`src/hw/rtl/vpv_pkg.sv`:
```
// ----------------------------------------------------------------------------
// vpv_pkg
// Types, widths and constants of the vertex projection and viewport block.
// ----------------------------------------------------------------------------
package vpv_pkg;

   localparam int SCREEN_WIDTH  = 640;
   localparam int SCREEN_HEIGHT = 480;

   localparam int NREG   = 8;
   localparam int AW     = 6;
   localparam int RIW    = 3;
   localparam int CW     = 50;
   localparam int NUMW   = CW + 1;
   localparam int DW     = CW;
   localparam int QB     = 33;
   localparam int NW     = 80;
   localparam int LANES  = 4;
   localparam int QDEPTH = 4;
   localparam int QPW    = 2;

   localparam int LANE_X = 0;
   localparam int LANE_Y = 1;
   localparam int LANE_Z = 2;
   localparam int LANE_R = 3;

   localparam logic signed [CW-1:0] W_REJECT_MAX = CW'(6);

   localparam logic [NW-1:0] SCALE_X   = NW'(SCREEN_WIDTH) << 15;
   localparam logic [NW-1:0] SCALE_Y   = NW'(SCREEN_HEIGHT) << 15;
   localparam logic [NW-1:0] SCALE_Z   = NW'(1) << 16;
   localparam logic [NW-1:0] RECIP_NUM = NW'(1) << 32;

   typedef logic [NREG-1:0][63:0] mat_type;

   localparam mat_type MAT_RESET = {
      64'h0001_0000_0000_0000, 64'h0, 64'h0000_0000_0001_0000, 64'h0,
      64'h0, 64'h0001_0000_0000_0000, 64'h0, 64'h0000_0000_0001_0000};

   typedef struct packed {
      logic [15:0]        red;
      logic [15:0]        green;
      logic [15:0]        blue;
      logic signed [31:0] u;
      logic signed [31:0] v;
   } attr_type;

   typedef struct packed {
      logic                       visible;
      logic [LANES-1:0]           neg;
      logic [LANES-1:0][NW-1:0]   num;
      logic [DW-1:0]              den;
      attr_type                   attr;
   } job_type;

   typedef struct packed {
      logic    push;
      job_type job;
   } q_wr_type;

   typedef struct packed {
      logic    valid;
      job_type job;
   } q_rd_type;

   typedef struct packed {
      logic                       visible;
      logic [LANES-1:0]           sat;
      logic [LANES-1:0]           neg;
      logic [LANES-1:0][DW-1:0]   rem;
      logic [LANES-1:0][QB-1:0]   nlow;
      logic [LANES-1:0][QB-1:0]   quo;
      logic [DW-1:0]              den;
      attr_type                   attr;
   } div_type;

endpackage

```
`src/hw/rtl/vpv_csr.sv`:
```
// ----------------------------------------------------------------------------
// vpv_csr
// APB register file holding the eight 64-bit matrix registers.
// ----------------------------------------------------------------------------
module vpv_csr (
   input  logic                  clock,
   input  logic                  reset,
   input  logic                  csr_psel,
   input  logic                  csr_penable,
   input  logic                  csr_pwrite,
   input  logic [vpv_pkg::AW-1:0] csr_paddr,
   input  logic [63:0]           csr_pwdata,
   output logic [63:0]           csr_prdata,
   output logic                  csr_pready,
   output vpv_pkg::mat_type      mat
);
   import vpv_pkg::*;

   mat_type        mat_ff;
   mat_type        mat_in;
   logic [RIW-1:0] idx;
   logic           wr_en;

   assign idx        = csr_paddr[AW-1:AW-RIW];
   assign wr_en      = csr_psel && csr_penable && csr_pwrite;
   assign csr_pready = 1'b1;
   assign csr_prdata = mat_ff[idx];
   assign mat        = mat_ff;

   always_comb begin
      mat_in = mat_ff;
      if (wr_en) begin
         mat_in[idx] = csr_pwdata;
      end
   end

   always_ff @(posedge clock) begin
      if (reset) begin
         mat_ff <= MAT_RESET;
      end else begin
         mat_ff <= mat_in;
      end
   end

endmodule

```
`config.mk`:
```
export PLATFORM = sky130hd
export DESIGN_NAME = vpv_csr
export DESIGN_NICKNAME = d
export VERILOG_FILES = /design/src/hw/rtl/vpv_pkg.sv /design/src/hw/rtl/vpv_csr.sv
export SDC_FILE = /design/constraint.sdc
export NUM_CORES = 1
export LEC_CHECK = 0
export BUFFER_PORTS_ARGS = -buffer_cell sky130_fd_sc_hd__buf_2
export CAP_MARGIN = 20
export CORE_MARGIN = 5
export CORE_UTILIZATION = 40
export CTS_CLUSTER_SIZE = 16
export DETAILED_ROUTE_END_ITERATION = 10
export PLACE_DENSITY_LB_ADDON = 0.05
export SYNTH_ARGS = -nofsm -noshare
export SYNTH_HDL_FRONTEND = slang
export SYNTH_SLANG_ARGS = --single-unit
```
`constraint.sdc`:
```
create_clock -name clock -period 2.1 [get_ports clock]
set_clock_uncertainty 0.2 [all_clocks]
set_input_delay 0.21 -clock clock [delete_from_list [all_inputs] [get_ports clock]]
set_output_delay 0.21 -clock clock [all_outputs]
set_load 0.1 [all_outputs]
```
; Word-level counts from Yosys, hierarchy flattened
; Index checks and enable logic that the tools add are counted.
[totals]
regBits = 512
inputBits = 75
[classes]
magnitude_cmp = 2
muxes = 5
reduce_logical = 3
[op_table]
columns = operator, n
row1 = $bwmux W512, 1
row2 = $bmux W64 S3, 1
row3 = $demux W64 S3, 1
row4 = $mux W64, 2
row5 = $lt A3 B4 Y1 const B, 1
row6 = $ge A3 B1 Y1 const B, 1
row7 = $logic_and A1 B1 Y1, 3

; Longest topological paths before layout
[depth]
ltp_word = 5
ltp_mapped = 7

; Least setup slack after synthesis
; Ideal clock, no wire load.
[synth_path]
path_type = register -> output
start = register mat_ff, in the netlist mat[254]
end = output csr_prdata[62]
t_arrival_ns = 3.446
required_time_ns = 1.690
path_slack_ns = -1.756
path_stages_with_launch = 4
path_buffers = 0
path_cell_list = dfxtp_1 mux2i_1 o211a_1 o21ai_0
[synth_via]
elab_chain_len = 2
[synth_rtl]
columns = item, line
row1 = "start, declared", vpv_csr.sv:19  ; mat_type mat_ff;
row2 = "start signal, assigned", vpv_csr.sv:41  ; mat_ff <= mat_in;
row3 = $bmux W64 S3, vpv_csr.sv:27  ; assign csr_prdata = mat_ff[idx];
row4 = $mux W64 (implied by the code), vpv_csr.sv:27
row5 = "end, declared", vpv_csr.sv:13  ; output logic [63:0] csr_prdata,
; No other way between the ends. The select of a mux whose other input is x is not followed.

; Final worst setup path
[layout_path]
start = register mat_ff, in the netlist mat[42]
end = output csr_prdata[42]
; The elaborated chain is that of the path after synthesis.

==> impl_results.md <==
- Main synth FF type: dfxtp_1
- Crit start category: flip-flop
- Endpoints failing hold: 0
- Pin count of the biggest net entering global routing: a little over 60
- Hold Path Class: primary input to flip-flop
- Number of global-route vias before repair: 19882
- Setup WS post-layout: -223 ps
- Post-synthesis mux area share: 0.366
- Outcome: finished, violations left
- FF-to-FF path depth: 4
- Root Driver: clkbuf_16
- Pwr per Cell Area: 649 nW/um^2
- Die Wd: 254 microns
- Total CTS buffers: 55
- Worst slew pin tran: 588 ps
- Post-Synth Simple-Gate Area: 0.156
- Routed len/inst: 24.3 microns
- Rows: 89
- Global Route Usage Sum: 0.267
- Failing checks: setup timing
- Met3 Routed Length: 5450 microns
- Critical path class: flip-flop to output pin
- PnR Total Power: 22.2 mW
- Via-per-instance ratio: 5.17
- IO Count: 652
- Synthesized cell area: 23700 sq um
- Top cells by instance count after synthesis: nand2b_1 (572), mux2i_1 (513), dfxtp_1 (512)
- Crit path time final: between 2000 and 2500 ps
- Largest family of logic cells by synthesized area: multiplexers
- Port bufs: around 650
- Ratio of cells with drive above 1 in the final layout: 0.596
- Metal2 WL: 44200 microns
- Most numerous cell in the Yosys netlist: nand2b_1
- Synth Area in XOR/XNOR: 0
- Setup repair after global routing missed its margin: yes
- Worst Setup EP: csr_prdata[42]
- Origin of the worst setup path: mat[42]$_SDFFE_PP0P_
- Synth-to-Final Area Change: 43.8%
- Worst skew pair latency: 590 ps
- TritonCTS Sinks: approximately 510
- Clock buffer depth: 3
- Post-DP HPWL: 62300 microns
- Finish-stage setup viols: 63
- Synth area leaders: dfxtp_1 (43%), mux2i_1 (22%), nand2b_1 (15%)
- CTS tree: done
- Initial antenna violation count: 3
- Final core utilization: 0.580
- Crit path DAT: between 1500 and 2000 ps
- First-pass GRT wire length: 131000 microns
- Max reg flops: 512
- Crit path max fanout: 3
- R2R Setup Slk: 1070 ps
- Die area: about 64000 sq um
- Area of the core: 58900 sq um
- Mapped Cells: slightly above 2000
- RR Startpoint: mat[391]$_SDFFE_PP0P_
- Share of Yosys cell area claimed by the top area cell type: 0.432
- Die Span Y: 254 microns
- Synthesized flop and latch total: 512
- Mean post-synth cell area: 11.7 sq um
- Vias: 19072
- Post-synthesis compound-gate area fraction: 0.00132
- Post-synth top area cell: dfxtp_1
- Number of flops mapped to enable cells by yosys: 0
- Met1 wire length: 37200 microns
- Yosys warns: 0
- FF-to-FF End: mat[391]$_SDFFE_PP0P_
- Required time worst endpoint: between 1500 and 2000 ps
- Period utilisation layout: 1.11
- Fmax: 0.430 GHz
- Seq/Total Area, Yosys: 0.432
- Detailed Routing Iterations Pass 1: 5
- Clock Pin Slew Worst Setup and Hold Paths: 60 ps
- VDD IR max: around 0.00062 V
- H-Tree Depth: 2
- Top sig layer: met4
- Post-synth cell types: 25
- Drc violations: 0
- Crit end category: output pin
- Total wire length: 89800 microns
- Asr flop ratio synth: 0
- Normalized max-slew margin: 0.608
- Adder-Cell Fraction of Synth Area: 0
- Final slew viol count: 0
- Leakage: 17.8 nW
- Syn_nets: 2112
- GR Overflow Total: 0
- Initial Utilization: 0.403
- Antenna viol nets, final: 0
- Max cap viols: 0
- Final GP Congestion: 0.845
- Nets: 2946
- 1st-iter DRT viols: between 1000 and 1500
[final cells by class]
class	instances	area (sq um)
Antenna cell	3	7.51
Clock buffer	78	1630
Clock inverter	22	246
Fill cell	4905	24800
Inverter	1	3.75
Multi-Input combinational cell	1303	12800
Sequential cell	512	10900
Tap cell	773	967
Timing Repair Buffer	998	7610
[critical path, cell delays in order (launching register included)]
cell and delay [ps]:
dfxtp_2 330, mux4_2 490, mux2_4 320, buf_12 170
[cells in the final DEF (no fill, tap or decap), types with 3 or more instances in the layout]
| cell | instances |
|---|---|
| mux4_2 | 126 |
| nor2_1 | 7 |
| nand2b_1 | 572 |
| clkbuf_1 | 6 |
| mux2_4 | 64 |
| dfxtp_2 | 498 |
| clkbuf_8 | 18 |
| buf_4 | 240 |
| nand2_4 | 5 |
| dfxtp_4 | 11 |
| dlygate4sd3_1 | 65 |
| mux2i_1 | 513 |
| buf_12 | 111 |
| dfxtp_1 | 3 |
| buf_2 | 579 |
| diode_2 | 3 |
| clkinv_2 | 13 |
| clkbuf_16 | 55 |
| bufinv_16 | 5 |
| clkinvlp_4 | 3 |
[routing by layer]
layer | vias up | track usage
li1 | 8679 | -
met1 | 9586 | 0.347
met2 | 659 | 0.455
met3 | 148 | 0.0483
met4 | 0 | 0.0858
met5 | - | 0
[logic make-up (layout without fill, tap and decap cells)]
kind of cell | Yosys count | count (layout)
muxes | 703 | 703
and+or+nand+nor | 595 | 595
other | 1 | 4
DFF | 512 | 512
buffers and inverters | 222 | 1099
AOI/OAI and AO/OA | 4 | 4
[power by group]
group,leakage (nW),switching (mW),internal [mW]
combinational,12.4,1.41,0.847
clock,0.934,4.06,6.00
sequential,4.39,0.0666,9.78
[repair_timing]
| action | in CTS | in global routing |
|---|---|---|
| endpoints found under the setup margin | 64 | 64 |
| hold buffers | 65 | 0 |
| setup buffers | 164 | 15 |
| pin swaps | 1 | 2 |
| hold endpoints to repair | 512 | 0 |
| gates resized for setup | 328 | 4 |
[worst min path at each step]
stage                                   start               endpoint  slack [ps]  cells past startpoint
after detailed placement  mat[9]$_SDFFE_PP0P_    mat[9]$_SDFFE_PP0P_         260                      2
after CTS                        csr_paddr[5]   mat[51]$_SDFFE_PP0P_         140                      5
final                            csr_paddr[5]   mat[51]$_SDFFE_PP0P_         190                      5
after global routing               csr_pwrite   mat[45]$_SDFFE_PP0P_         230                      5
after floorplan                csr_pwdata[48]  mat[496]$_SDFFE_PP1P_         180                      2
after global placement    mat[9]$_SDFFE_PP0P_    mat[9]$_SDFFE_PP0P_         260                      2
[metrics by stage]
stage / setup slack [ps] / hold slack (ps) / cells / instance area [sq um] / setup TNS [ps]
2_1_floorplan: -136 / 181 / 2037 / 24400 / -136
3_3_place_gp: -174 / 261 / 3343 / 29000 / -10480
3_5_place_dp: -185 / 265 / 3343 / 29000 / -10220
4_1_cts: -264 / 143 / 3672 / 34000 / -13130
5_1_grt: -276 / 227 / 3690 / 34100 / -13760
6_report: -223 / 187 / 3690 / 34100 / -10630
No activity file was read; power rests on OpenSTA's default activity.
